<file path="config.mk">
export PLATFORM = sky130hd
export DESIGN_NAME = gzip_header_stripper_unit
export DESIGN_NICKNAME = d
export VERILOG_FILES = /design/src/rtl/gzhs_pkg.sv /design/src/rtl/gzip_header_stripper_unit.sv /design/src/rtl/gzhs_parser.sv /design/src/rtl/gzhs_out_queue.sv /design/src/rtl/gzhs_out_queue_wrap_note.sv
export VERILOG_INCLUDE_DIRS = /design/src /design/src/rtl
export SDC_FILE = /design/constraint.sdc
export NUM_CORES = 1
export LEC_CHECK = 0
export ABC_AREA = 0
export BUFFER_PORTS_ARGS = -buffer_cell sky130_fd_sc_hd__buf_2
export CAP_MARGIN = 0
export CORE_MARGIN = 1
export CORE_UTILIZATION = 35
export DETAILED_ROUTE_END_ITERATION = 10
export GPL_ROUTABILITY_DRIVEN = 0
export PLACE_DENSITY = 0.57
export SETUP_SLACK_MARGIN = 0.5
export SLEW_MARGIN = 5
export SYNTH_ARGS = -nofsm -noshare
export SYNTH_HDL_FRONTEND = slang
export SYNTH_SLANG_ARGS = --single-unit
</file>
<file path="constraint.sdc">
create_clock -name clk_i -period 9.5 [get_ports clk_i]
set_clock_uncertainty 0.2 [all_clocks]
set_input_delay 0.95 -clock clk_i [delete_from_list [all_inputs] [get_ports clk_i]]
set_output_delay 0.95 -clock clk_i [all_outputs]
set_load 0.02 [all_outputs]
</file>
<file path="src/rtl/assert_macros.svh">
// Assertion helpers; each check samples on clk_i and is off during reset.
`ifndef ASSERT_MACROS_SVH
`define ASSERT_MACROS_SVH

`ifndef SYNTH

`define GZHS_ASSERT(lbl, prop, msg) \
  lbl: assert property (@(posedge clk_i) disable iff (!rst_ni) (prop)) else $error(msg);

`define GZHS_ASSERT_IMPL(lbl, ante, cons, msg) \
  lbl: assert property (@(posedge clk_i) disable iff (!rst_ni) (ante) |=> (cons)) \
    else $error(msg);

`else

`define GZHS_ASSERT(lbl, prop, msg)

`define GZHS_ASSERT_IMPL(lbl, ante, cons, msg)

`endif

`endif

</file>
<file path="src/rtl/gzhs_pkg.sv">
package gzhs_pkg;

  localparam int WinDepth = 8;
  localparam int QueueDepth = 4;

  // header parse phases
  localparam logic [2:0] PH_HDR   = 3'd0;
  localparam logic [2:0] PH_XLO   = 3'd1;
  localparam logic [2:0] PH_XHI   = 3'd2;
  localparam logic [2:0] PH_XSKIP = 3'd3;
  localparam logic [2:0] PH_NAME  = 3'd4;
  localparam logic [2:0] PH_CMT   = 3'd5;
  localparam logic [2:0] PH_HCRC  = 3'd6;
  localparam logic [2:0] PH_DATA  = 3'd7;

  // FLG bit positions
  localparam int FlHcrc  = 1;
  localparam int FlExtra = 2;
  localparam int FlName  = 3;
  localparam int FlCmt   = 4;

  localparam logic [7:0] GZ_ID1 = 8'h1f;
  localparam logic [7:0] GZ_ID2 = 8'h8b;
  localparam logic [7:0] GZ_CM_DEFLATE = 8'h08;

  localparam logic [1:0] ST_OK    = 2'd0;
  localparam logic [1:0] ST_BAD   = 2'd1;
  localparam logic [1:0] ST_SHORT = 2'd2;

  localparam logic KIND_PAYLOAD = 1'b0;
  localparam logic KIND_END     = 1'b1;

  typedef struct packed {
    logic        kind;
    logic [7:0]  payload_byte;
    logic [1:0]  status;
    logic [31:0] original_size;
    logic        run_last;
  } res_t;

  typedef struct packed {
    logic push0;
    logic push1;
    res_t r0;
    res_t r1;
  } push_t;

  typedef struct packed {
    logic [2:0] level;
    logic       room2;
  } qstat_t;

  // first enabled optional stage at or after 'from'
  function automatic logic [2:0] next_stage(logic [2:0] from, logic [4:0] fl);
    logic [2:0] ph;
    if (from <= PH_XLO && fl[FlExtra]) ph = PH_XLO;
    else if (from <= PH_NAME && fl[FlName]) ph = PH_NAME;
    else if (from <= PH_CMT && fl[FlCmt]) ph = PH_CMT;
    else if (from <= PH_HCRC && fl[FlHcrc]) ph = PH_HCRC;
    else ph = PH_DATA;
    return ph;
  endfunction

endpackage

</file>
<file path="src/rtl/gzip_header_stripper_unit.sv">
// channel  dir  fields (tdata low bit up)                          tuser  tlast
// s_axis   in   in_byte[7:0]                                       -      end_of_source
// m_axis   out  payload_byte[7:0] status[9:8] original_size[41:10] kind   run_last
//
// One input item per cycle; the parser updates its state in the accept cycle and
// pushes up to two results into a four-entry output queue.
// An item whose byte is payload and which ends the member yields two results, the
// payload and then the end report; every other item sustains one per cycle.
// s_axis_tready drops while the queue has room for fewer than two results.
// Reset is asynchronous, active low; it clears parser control state and the queue.
`include "assert_macros.svh"

module gzip_header_stripper_unit import gzhs_pkg::*; (
  input  logic        clk_i,
  input  logic        rst_ni,
  input  logic        s_axis_tvalid,
  output logic        s_axis_tready,
  input  logic [7:0]  s_axis_tdata,   // in_byte
  input  logic        s_axis_tlast,   // end_of_source
  output logic        m_axis_tvalid,
  input  logic        m_axis_tready,
  output logic [47:0] m_axis_tdata,   // payload_byte, status, original_size, zero fill
  output logic        m_axis_tuser,   // kind
  output logic        m_axis_tlast    // run_last
);

  logic   in_acc;
  logic   out_acc;
  push_t  push;
  res_t   head;
  qstat_t qstat;

  assign s_axis_tready = qstat.room2;
  assign in_acc  = s_axis_tvalid && s_axis_tready;
  assign out_acc = m_axis_tvalid && m_axis_tready;

  gzhs_parser u_parser (
    .clk_i     (clk_i),
    .rst_ni    (rst_ni),
    .accept_i  (in_acc),
    .in_byte_i (s_axis_tdata),
    .last_i    (s_axis_tlast),
    .push_o    (push)
  );

  gzhs_out_queue u_queue (
    .clk_i   (clk_i),
    .rst_ni  (rst_ni),
    .push_i  (push),
    .pop_i   (m_axis_tready),
    .head_o  (head),
    .valid_o (m_axis_tvalid),
    .stat_o  (qstat)
  );

  gzhs_out_fmt u_fmt (
    .res_i   (head),
    .tdata_o (m_axis_tdata),
    .tuser_o (m_axis_tuser),
    .tlast_o (m_axis_tlast)
  );

  `GZHS_ASSERT(a_level_bound, qstat.level <= 3'd4, "output queue overfilled")
  `GZHS_ASSERT_IMPL(a_end_reported, in_acc && s_axis_tlast, m_axis_tvalid, "end report missing")
  `GZHS_ASSERT(a_end_is_last, !(out_acc && m_axis_tuser) || m_axis_tlast, "end report not last")

endmodule

</file>
<file path="src/rtl/gzhs_parser.sv">
module gzhs_parser import gzhs_pkg::*; (
  input  logic       clk_i,
  input  logic       rst_ni,
  input  logic       accept_i,
  input  logic [7:0] in_byte_i,
  input  logic       last_i,
  output push_t      push_o
);

  logic [7:0]  win_q [WinDepth];
  logic [7:0]  win_d [WinDepth];
  logic [3:0]  fill_q, fill_d, fill_n;
  logic [2:0]  phase_q, phase_d, phase_n;
  logic [15:0] cnt_q, cnt_d, cnt_n;
  logic [4:0]  flags_q, flags_d, flags_n;
  logic        err_q, err_d, err_n;

  logic        full;
  logic [7:0]  leaving;
  logic        pay;
  logic        bad;
  logic [15:0] xlen;
  logic [15:0] dec;
  logic [1:0]  st;
  res_t        pay_res, end_res;

  assign full = fill_q[3];
  assign leaving = win_q[0];

  always_comb begin
    for (int i = 0; i < WinDepth - 1; i++) win_d[i] = win_q[i + 1];
    win_d[WinDepth - 1] = in_byte_i;

    phase_n = phase_q;
    cnt_n   = cnt_q;
    flags_n = flags_q;
    err_n   = err_q;
    pay     = 1'b0;
    bad     = 1'b0;
    xlen    = {leaving, cnt_q[7:0]};
    dec     = cnt_q - 16'd1;

    if (full && !err_q) begin
      case (phase_q)
        PH_HDR: begin
          bad = (cnt_q == 16'd0 && leaving != GZ_ID1) ||
                (cnt_q == 16'd1 && leaving != GZ_ID2) ||
                (cnt_q == 16'd2 && leaving != GZ_CM_DEFLATE) ||
                (cnt_q == 16'd3 && leaving[7:5] != 3'd0);
          if (cnt_q == 16'd3) flags_n = leaving[4:0];
          if (bad) begin
            err_n = 1'b1;
          end else if (cnt_q >= 16'd9) begin
            phase_n = next_stage(PH_XLO, flags_q);
            cnt_n   = '0;
          end else begin
            cnt_n = cnt_q + 16'd1;
          end
        end
        PH_XLO: begin
          cnt_n   = {8'd0, leaving};
          phase_n = PH_XHI;
        end
        PH_XHI: begin
          if (xlen == 16'd0) begin
            phase_n = next_stage(PH_NAME, flags_q);
            cnt_n   = '0;
          end else begin
            phase_n = PH_XSKIP;
            cnt_n   = xlen;
          end
        end
        PH_XSKIP: begin
          cnt_n = dec;
          if (dec == 16'd0) phase_n = next_stage(PH_NAME, flags_q);
        end
        PH_NAME: begin
          if (leaving == 8'd0) begin
            phase_n = next_stage(PH_CMT, flags_q);
            cnt_n   = '0;
          end
        end
        PH_CMT: begin
          if (leaving == 8'd0) begin
            phase_n = next_stage(PH_HCRC, flags_q);
            cnt_n   = '0;
          end
        end
        PH_HCRC: begin
          if (cnt_q >= 16'd1) begin
            phase_n = next_stage(PH_DATA, flags_q);
            cnt_n   = '0;
          end else begin
            cnt_n = cnt_q + 16'd1;
          end
        end
        PH_DATA: pay = 1'b1;
        default: pay = 1'b0;
      endcase
    end

    fill_n = full ? fill_q : fill_q + 4'd1;

    if (err_n) st = ST_BAD;
    else if (phase_n != PH_DATA || !fill_n[3]) st = ST_SHORT;
    else st = ST_OK;

    pay_res.kind          = KIND_PAYLOAD;
    pay_res.payload_byte  = leaving;
    pay_res.status        = ST_OK;
    pay_res.original_size = '0;
    pay_res.run_last      = !last_i;

    end_res.kind          = KIND_END;
    end_res.payload_byte  = '0;
    end_res.status        = st;
    end_res.original_size = (st == ST_OK) ? {win_d[7], win_d[6], win_d[5], win_d[4]} : '0;
    end_res.run_last      = 1'b1;

    // end of member: all control state back to reset for the next one
    if (last_i) begin
      fill_d  = '0;
      phase_d = PH_HDR;
      cnt_d   = '0;
      flags_d = '0;
      err_d   = 1'b0;
    end else begin
      fill_d  = fill_n;
      phase_d = phase_n;
      cnt_d   = cnt_n;
      flags_d = flags_n;
      err_d   = err_n;
    end

    push_o.push0 = accept_i && (pay || last_i);
    push_o.push1 = accept_i && pay && last_i;
    push_o.r0    = pay ? pay_res : end_res;
    push_o.r1    = end_res;
  end

  always_ff @(posedge clk_i or negedge rst_ni) begin
    if (!rst_ni) begin
      fill_q  <= '0;
      phase_q <= PH_HDR;
      cnt_q   <= '0;
      flags_q <= '0;
      err_q   <= 1'b0;
    end else if (accept_i) begin
      fill_q  <= fill_d;
      phase_q <= phase_d;
      cnt_q   <= cnt_d;
      flags_q <= flags_d;
      err_q   <= err_d;
    end
  end

  // window taps carry no reset
  always_ff @(posedge clk_i) begin
    if (accept_i) begin
      for (int i = 0; i < WinDepth; i++) win_q[i] <= win_d[i];
    end
  end

endmodule

</file>
<file path="src/rtl/gzhs_out_queue.sv">
module gzhs_out_queue import gzhs_pkg::*; (
  input  logic   clk_i,
  input  logic   rst_ni,
  input  push_t  push_i,
  input  logic   pop_i,
  output res_t   head_o,
  output logic   valid_o,
  output qstat_t stat_o
);

  localparam int PtrW = $clog2(QueueDepth);
  localparam int LvlW = $clog2(QueueDepth + 1);

  res_t            mem_q [QueueDepth];
  logic [PtrW-1:0] wr_q, wr_d, rd_q, rd_d;
  logic [LvlW-1:0] lvl_q, lvl_d;
  logic [PtrW-1:0] wr_next;
  logic [LvlW-1:0] n_push;
  logic            do_pop;

  assign do_pop  = pop_i && (lvl_q != '0);
  assign wr_next = wr_q + PtrW'(1);
  assign n_push  = LvlW'(push_i.push0) + LvlW'(push_i.push1);

  always_comb begin
    wr_d  = wr_q + PtrW'(n_push);
    rd_d  = do_pop ? rd_q + PtrW'(1) : rd_q;
    lvl_d = lvl_q + n_push - LvlW'(do_pop);
  end

  assign head_o       = mem_q[rd_q];
  assign valid_o      = (lvl_q != '0);
  assign stat_o.level = lvl_q;
  // an item may bring two results, so accept only with room for both
  assign stat_o.room2 = (lvl_q <= LvlW'(QueueDepth - 2));

  always_ff @(posedge clk_i or negedge rst_ni) begin
    if (!rst_ni) begin
      wr_q  <= '0;
      rd_q  <= '0;
      lvl_q <= '0;
    end else begin
      wr_q  <= wr_d;
      rd_q  <= rd_d;
      lvl_q <= lvl_d;
    end
  end

  always_ff @(posedge clk_i) begin
    if (push_i.push0) mem_q[wr_q] <= push_i.r0;
    if (push_i.push1) mem_q[wr_next] <= push_i.r1;
  end

endmodule

</file>
<file path="src/rtl/gzhs_out_queue_wrap_note.sv">
module gzhs_out_fmt import gzhs_pkg::*; (
  input  res_t        res_i,
  output logic [47:0] tdata_o,
  output logic        tuser_o,
  output logic        tlast_o
);

  assign tdata_o = {6'd0, res_i.original_size, res_i.status, res_i.payload_byte};
  assign tuser_o = res_i.kind;
  assign tlast_o = res_i.run_last;

endmodule
</file>
Word-level counts from Yosys, hierarchy flattened
Memories as Yosys holds them, arrays and structs flattened. Cells that the tools add are included. W data, S select, Z words.

Add/subtract/negate cells: 9. Order comparisons: 3. Equality and inequality tests: 18. Muxes and demuxes: 44. Reductions and logical operators: 35.

Operators with widths (number): $mux W16 (7); $pmux W16 S6 (1); $logic_not A16 Y1 (3); $mux W44 (1); $mux W3 (11); $eq A16 B2 Y1 const B (2); $mux W32 (1); $pmux W3 S7 (1); $mux W5 (4); $add A16 B1 Y16 const B (1); $eq A16 B1 Y1 const B (1); $ge A16 B1 Y1 const B (1); $ge A16 B4 Y1 const B (1); $sub A16 B1 Y16 const B (1); $mux W1 (13); $eq A3 B3 Y1 const B (4); $logic_and A1 B1 Y1 (10); $logic_not A8 Y1 (1); $mux W4 (2); $ne A8 B4 Y1 const B (1); $ne A8 B5 Y1 const B (1); $ne A8 B8 Y1 const B (1); $reduce_bool A7 Y1 (1); $eq A3 B2 Y1 const B (2); 24 further kinds (37).

Register bits: 36. Memory bits (writable): 240. Input bits: 13. Output and inout bits: 52. Word-level logic and storage cells: 121. Memories kept: 2.

Memories: u_queue.mem_q (depth 4, bits a word 44, rd ports 1, clocked after memory_dff 0, wr ports 2, line gzhs_out_queue.sv:14) `res_t mem_q [QueueDepth];`; u_parser.win_q (depth 8, bits a word 8, rd ports 8, clocked after memory_dff 0, wr ports 8, line gzhs_parser.sv:10) `logic [7:0] win_q [WinDepth];`.

Longest topological paths before layout
Gate-level depths: netlist of the first run. An unclocked memory read counts as a cell.

Depth in word-level cells: 16. Depth in mapped cells: 12. Mapped depth without buffers: 11.

By module
From an unflattened synthesis of the first run, not the netlist that was laid out.

Cell total of the unflattened synthesis: 989. Area, all modules: 14261.2 um2.

Modules (own cells, without submodules): gzhs_out_queue (instances 1, cells an instance 465, area an instance 8903.5 um2, sequential area each 5460.2 um2); gzhs_parser (instances 1, cells an instance 472, area an instance 4972.3 um2, sequential area each 2622.5 um2); gzhs_out_fmt (instances 1, cells an instance 51, area an instance 379.1 um2, sequential area each 0.0 um2); gzip_header_stripper_unit (instances 1, cells an instance 1, area an instance 6.3 um2, sequential area each 0.0 um2).

Least setup slack after synthesis of the first run
No wires, ideal clock.

Path kind: input to register. From: input s_axis_tvalid. To: memory u_queue.mem_q[2][10] (netlist name) (enable). Library setup time: 0.439 ns. Arrival time: 4.047 ns. Required time: 8.861 ns. Path slack: 4.813 ns. Stages on the path: 4. Path buffers: 0. Cells stage by stage: nand2_1 inv_2 o21ai_1 o22ai_1.

RTL lines: from (decl) (line gzip_header_stripper_unit.sv:16) `input logic s_axis_tvalid,`; to (decl) (line gzhs_out_queue.sv:14).

==> results of run 1 <==
-- power breakdown --
part,switching (mW),total (mW),internal [mW]
clock,0.489,1.19,0.699
sequential,0.119,1.57,1.45
combinational,0.600,0.939,0.339
total,1.21,3.70,2.49
-- cells in the mapped netlist, types with 5 or more instances --
cell type / number
mux2i_1: 33
nor2_1: 71
nand2_1: 148
a22oi_1: 9
and3_1: 11
inv_1: 19
clkbuf_1: 54
o211ai_1: 5
nor3_1: 19
a21oi_1: 15
ha_1: 11
edfxtp_1: 200
buf_4: 6
o2bb2ai_1: 7
dfxtp_1: 40
nor4_2: 70
mux2_2: 5
xor2_1: 7
nor4_1: 64
o22ai_1: 7
nand4_1: 9
buf_2: 24
nor2b_1: 7
buf_6: 8
a22o_1: 9
nand3_1: 9
mux4_2: 44
o21ai_0: 17
dfrtp_1: 35
nand2b_1: 8
nor3b_1: 8
xnor2_1: 11
-- per-layer routing --
| layer | global-route usage | up-vias | wire length [µm] |
|---|---|---|---|
| met4 | 0.0413 | 4 | 697 |
| li1 | - | 4100 | - |
| met5 | 0 | - | 24 |
| met1 | 0.247 | 4593 | 15200 |
| met2 | 0.294 | 302 | 16600 |
| met3 | 0.0281 | 58 | 2020 |
-- layout make-up --
cell class,count,area [µm²]
Fill cell,3578,22600
Sequential cell,275,7690
Multi-Input combinational cell,674,5280
Clock buffer,47,927
Tap cell,511,639
Timing Repair Buffer,79,448
Clock inverter,8,95.1
Inverter,20,75.1
-- path summary, 6_finish.rpt --
path,from,to,slack (ns)
worst max-delay path,u_parser.cnt_q[0],u_queue.mem_q[2][29],4.62
worst min-delay path,u_parser.win_q[0][12],u_parser.win_q[0][4],0.22
worst max register to register,u_parser.cnt_q[0],u_queue.mem_q[2][29],4.62
worst min register to register,u_parser.win_q[0][12],u_parser.win_q[0][4],0.22
max in group asynchronous,rst_ni,u_queue.rd_q[0],8.15
min in group asynchronous,rst_ni,u_parser.phase_q[1],0.29
-- flip-flops by register name (all words and copies together) (netlist names), 3 cells and up --
register	count
u_parser.flags_q	4
u_parser.win_q	64
u_parser.phase_q	3
u_parser.fill_q	4
u_parser.cnt_q	16
u_queue.mem_q	176
u_queue.lvl_q	3
-- worst max-delay path, stage by stage (launching register included) --
cell and delay [ns]:
dfrtp_1 0.51, inv_1 0.19, ha_1 0.28, or3b_1 0.47
o32ai_1 0.30, a22oi_1 0.14, or4b_4 0.59, o32ai_4 0.11
buf_4 0.71, buf_4 0.86, nor4_1 0.14
-- through the flow --
step / hold slack [ns] / power (mW) / utilization / setup WS (ns) / area [µm²]
final: 0.220 / 3.70 / 0.401 / 4.62 / 15200
after global routing: 0.227 / 3.87 / 0.401 / 4.37 / 15200
after CTS: 0.222 / 3.74 / 0.401 / 4.65 / 15200
after detailed placement: 0.205 / 2.55 / 0.374 / 4.61 / 14100
after global placement: 0.201 / 2.54 / 0.374 / 4.63 / 14100
after floorplan: 0.200 / 2.22 / - / 4.81 / 13500
-- cells by family (layout without fill, tap and decap cells) --
family,count (synthesis),count (layout),share of synthesized area
simple gates,449,449,0.202
flops,275,275,0.572
buf+inv,116,154,0.0408
compound gates,107,107,0.0592
mux,82,82,0.103
xor+xnor,18,18,0.0117
fa+ha+maj,12,12,0.0117
other cells,1,6,0.000279
==> metrics.csv, run 1 <==
stage;metric;value;unit
outcome;status;finished clean;
timing;Max Fclk;205;MHz
job;Max Cap Viol;0;
logic_synthesis;Synth top area share;0.447;
grt;GR Overflow Total;0;
clock_tree;clk_lat worst skew;0.60;ns
clock_tree;H-tree depth;1;
floorplanning;DIE WIDTH;198;µm
timing;Final min period;4.88;ns
floorplanning;DIE HEIGHT;198;µm
timing;endpoints failing setup;0;
layout;most common cell after layout, fill and taps aside;edfxtp_1;
min_path;Hold Path Class;reg -> reg;
logic_synthesis;cells after synthesis;1060;
floorplanning;core area;37800;µm²
floorplanning;Rows;71;
logic_synthesis;Netlist Area Pre-Place;13400;µm²
clock_tree;CTS sink count;275;
grt;vias in the first global route;8893;
timing;Setup Total Neg Slack;0;ns
placement;PortBufs;58;
drt;antenna viol nets, final;0;
timing;Worst Tran Pin Value;1.22;ns
timing;Final Hold Fails;0;
timing;Tcrit/Tclk final;0.514;
layout;share of cells above drive strength 1;0.238;
drt;wire per inst;21.4;µm
logic_synthesis;sequential-to-total area share from yosys stat;0.572;
grt;initial antenna violation count;3;
worst_setup_path;required time of the critical path;9.60;ns
clock_tree;clk slew on worst S/H paths;0.06;ns
power_and_ir_drop;power density over the cells;244;nW/µm²
worst_setup_path;Setup crit end kind;register;
floorplanning;IO Pins;65;
logic_synthesis;yosys warns;0;
logic_synthesis;ys flop type;edfxtp_1;
timing;RSZ-0062 raised after global routing;false;
grt;Total GRT Usage;0.179;
power_and_ir_drop;Peak VDD IR;0.149;mV
worst_setup_path;Worst R2R Path Depth;10;
clock_tree;Setup Fix Bufs, Post-CTS;0;
drt;DRC;0;
drt;post-DR vias/cell;5.61;
logic_synthesis;ys async rst share;0.127;
drt;final WL;34500;µm
layout;Non-Filler Instances;1614;
layout;Final #Nets;1105;
layout;most frequent cells in the layout;edfxtp_1 (200), nand2_1 (148), nor4_2 (70);
logic_synthesis;Synth Register Bits;275;
clock_tree;CTS Buffer Depth;3;
logic_synthesis;Synth area leaders;edfxtp_1 (45%), mux4_2 (7.4%), dfrtp_1 (6.5%);
clock_tree;cts repair resizes;0;
clock_tree;Inserted Clock Buffers;30;
floorplanning;die area;39200;µm²
timing;Slew HR;0.188;
worst_setup_path;WS Path Type;reg -> reg;
floorplanning;initial core utilization;0.356;
timing;Slew Viols, Final;0;
clock_tree;clock root buffer;clkbuf_16;
grt;global-route wire length before repair;53800;µm
logic_synthesis;largest area contributor in the netlist;edfxtp_1;
worst_setup_path;WP data arrival;4.98;ns
drt;initial drt markers;780;
logic_synthesis;Post-synth EDFFs;200;
worst_setup_path;maximum fanout along the worst path;69;
drt;via count;9057;
power_and_ir_drop;static leakage;4.96;nW
grt;largest net degree at the start of global routing;86;
min_path;hold depth;0;
drt;drt pass-1 iters;5;
logic_synthesis;Yosys cell types;70;
clock_tree;hold buffers post-CTS;0;
layout;Antenna diodes;0;
clock_tree;TritonCTS clock tree;yes;
placement;placed cells;1559;
placement;Post-DP HPWL;19500;µm
worst_setup_path;CP Launch Type;register;
logic_synthesis;syn avg cell area;12.7;µm²
layout;Area Overhead vs Synth;12.8;%
(Power assumes the default switching activity.)
==> run 2: changes to the inputs <==
==> constraint.sdc (replaced) <==
create_clock -name clk_i -period 4.75 [get_ports clk_i]
set_clock_uncertainty 0.2 [all_clocks]
set_input_delay 0.475 -clock clk_i [delete_from_list [all_inputs] [get_ports clk_i]]
set_output_delay 0.475 -clock clk_i [all_outputs]
set_load 0.02 [all_outputs]
==> run 2 against run 1 <==
Critical endpoint is now u_queue.mem_q[2][22]. Highest routed layer is now met4. Utilization up 0.53 points. Critical path type unchanged. Cell count is 1.5% higher. Non-clock buffer count grew 23. Count of clock-buffer cells in the layout grew 1. Largest power group unchanged.
==> metrics.csv, run 2 (synthesized netlist as in run 1, its figures left out) <==
stage;metric;value;unit
grt;initial antenna violation count;1;
drt;post-DR vias/cell;5.50;
drt;antenna viol nets, final;0;
layout;Area Overhead vs Synth;14.3;%
layout;Antenna diodes;0;
worst_setup_path;WS Path Type;reg -> reg;
drt;initial drt markers;945;
clock_tree;TritonCTS clock tree;yes;
power_and_ir_drop;power density over the cells;473;nW/µm²
placement;Post-DP HPWL;20500;µm
layout;most common cell after layout, fill and taps aside;edfxtp_1;
floorplanning;core area;37800;µm²
clock_tree;CTS sink count;275;
clock_tree;Setup Fix Bufs, Post-CTS;0;
clock_tree;CTS Buffer Depth;3;
timing;Setup Total Neg Slack;0;ns
worst_setup_path;required time of the critical path;4.93;ns
grt;Total GRT Usage;0.182;
floorplanning;die area;39200;µm²
layout;share of cells above drive strength 1;0.240;
drt;wire per inst;21.4;µm
worst_setup_path;Setup crit end kind;register;
grt;GR Overflow Total;0;
worst_setup_path;CP Launch Type;register;
worst_setup_path;maximum fanout along the worst path;56;
timing;Tcrit/Tclk final;0.856;
floorplanning;DIE WIDTH;198;µm
floorplanning;IO Pins;65;
job;Max Cap Viol;0;
floorplanning;DIE HEIGHT;198;µm
floorplanning;initial core utilization;0.356;
worst_setup_path;CP peak stage delay;0.59;ns
timing;Worst Tran Pin Value;1.14;ns
worst_setup_path;Crit-path slowest cell;or4b_4;
grt;vias in the first global route;9165;
clock_tree;H-tree depth;1;
timing;Slew HR;0.235;
outcome;status;finished clean;
placement;PortBufs;58;
drt;via count;9017;
layout;Final #Nets;1128;
floorplanning;Rows;71;
worst_setup_path;WP data arrival;4.24;ns
timing;RSZ-0062 raised after global routing;false;
power_and_ir_drop;Peak VDD IR;0.347;mV
power_and_ir_drop;static leakage;5.05;nW
clock_tree;clk slew on worst S/H paths;0.06;ns
timing;Max Fclk;246;MHz
timing;endpoints failing setup;0;
layout;most frequent cells in the layout;edfxtp_1 (200), nand2_1 (148), nor4_2 (70);
layout;Fillers;3559;
timing;Final min period;4.06;ns
layout;Largest Register;u_queue.mem_q;
timing;Slew Viols, Final;0;
grt;global-route wire length before repair;54900;µm
layout;Largest regs;u_queue.mem_q: 176 flops, u_parser.win_q: 64 flops, u_parser.cnt_q: 16 flops;
clock_tree;clock root buffer;clkbuf_16;
timing;Final Hold Fails;0;
min_path;Hold Path Class;in -> reg;
clock_tree;clk_lat worst skew;0.58;ns
worst_setup_path;critical-path cell list;inv_1, ha_1, or3b_1, o32ai_1, a22oi_1, or4b_4, o31a_2, buf_12, nor4_1;
layout;max reg flops;176;
power_and_ir_drop;PnR Total Power;7.27;mW
drt;DRC;0;
drt;drt pass-1 iters;6;
drt;final WL;35100;µm
grt;largest net degree at the start of global routing;73;
clock_tree;Inserted Clock Buffers;30;
## run 2: changes by cell type in the layout (fill, tap and decap cells not counted), moves of 2 or more
cell | previous run | this run
clkbuf_8 | 7 | 4
clkbuf_1 | 8 | 14
clkinv_1 | 0 | 3
clkbuf_16 | 32 | 30
buf_4 | 21 | 27
dlygate4sd3_1 | 0 | 9
buf_12 | 0 | 8
## run 2: through the flow
| stage | area [µm²] | instances | util | hold slack (ns) | setup slack, ns |
|---|---|---|---|---|---|
| floorplan | 13500 | 1065 | - | -0.0206 | 0.647 |
| global placement | 14300 | 1573 | 0.380 | 0.201 | 0.858 |
| detailed placement | 14300 | 1573 | 0.380 | 0.205 | 0.704 |
| CTS | 15400 | 1638 | 0.407 | 0.0937 | 0.720 |
| global route | 15400 | 1638 | 0.407 | 0.141 | 0.513 |
| finish | 15400 | 1638 | 0.407 | 0.119 | 0.685 |
## run 2: metal layers
metal,GRT usage,vias up,share of wire
met1,0.260,4523,0.45
met5,0,-,0
li1,-,4156,-
met4,0.0402,0,0.021
met3,0.0218,58,0.052
met2,0.295,280,0.47
## run 2: final timing paths
kind                                         end  cells after the start  slack [ns]            startpoint
setup / recovery            u_queue.mem_q[2][22]                      9        0.69     u_parser.cnt_q[0]
hold / removal                   u_queue.rd_q[0]                      3        0.12         m_axis_tready
setup reg to reg            u_queue.mem_q[2][22]                      9        0.69     u_parser.cnt_q[0]
hold reg to reg            u_parser.win_q[0][25]                      0        0.22  u_parser.win_q[1][1]
max in group asynchronous        u_queue.rd_q[0]                      2        3.29                rst_ni
min in group asynchronous     u_parser.cnt_q[15]                      2        0.38                rst_ni
## run 2: area by class of cell
type	count	area [µm²]	area share
tap	511	639	0.0416
timing repair buffer	102	743	0.0484
clock inverter	8	65.1	0.00424
sequential	275	7690	0.501
clock buffer	48	858	0.0559
multi-input combinational	674	5290	0.344
inverter	20	75.1	0.00489
## run 2: timing repair
action	4_1_cts	5_1_grt
endpoints found under the hold margin	43	0
endpoints found under the setup margin	0	2
hold buffers	9	0
resized for setup	0	1
## run 2: worst max-delay path: cells and delay by family (launching register included)
kind | cells | cell delay [ns]
and+or+nand+nor | 3 | 1.39
AOI/OAI and AO/OA | 3 | 0.99
DFF | 1 | 0.48
adders and majority gates | 1 | 0.26
buffers and inverters | 2 | 0.51
## run 2: power breakdown
| group | switching (mW) | internal (mW) |
|---|---|---|
| logic | 1.07 | 0.705 |
| registers | 0.391 | 2.90 |
| clock network | 0.969 | 1.24 |
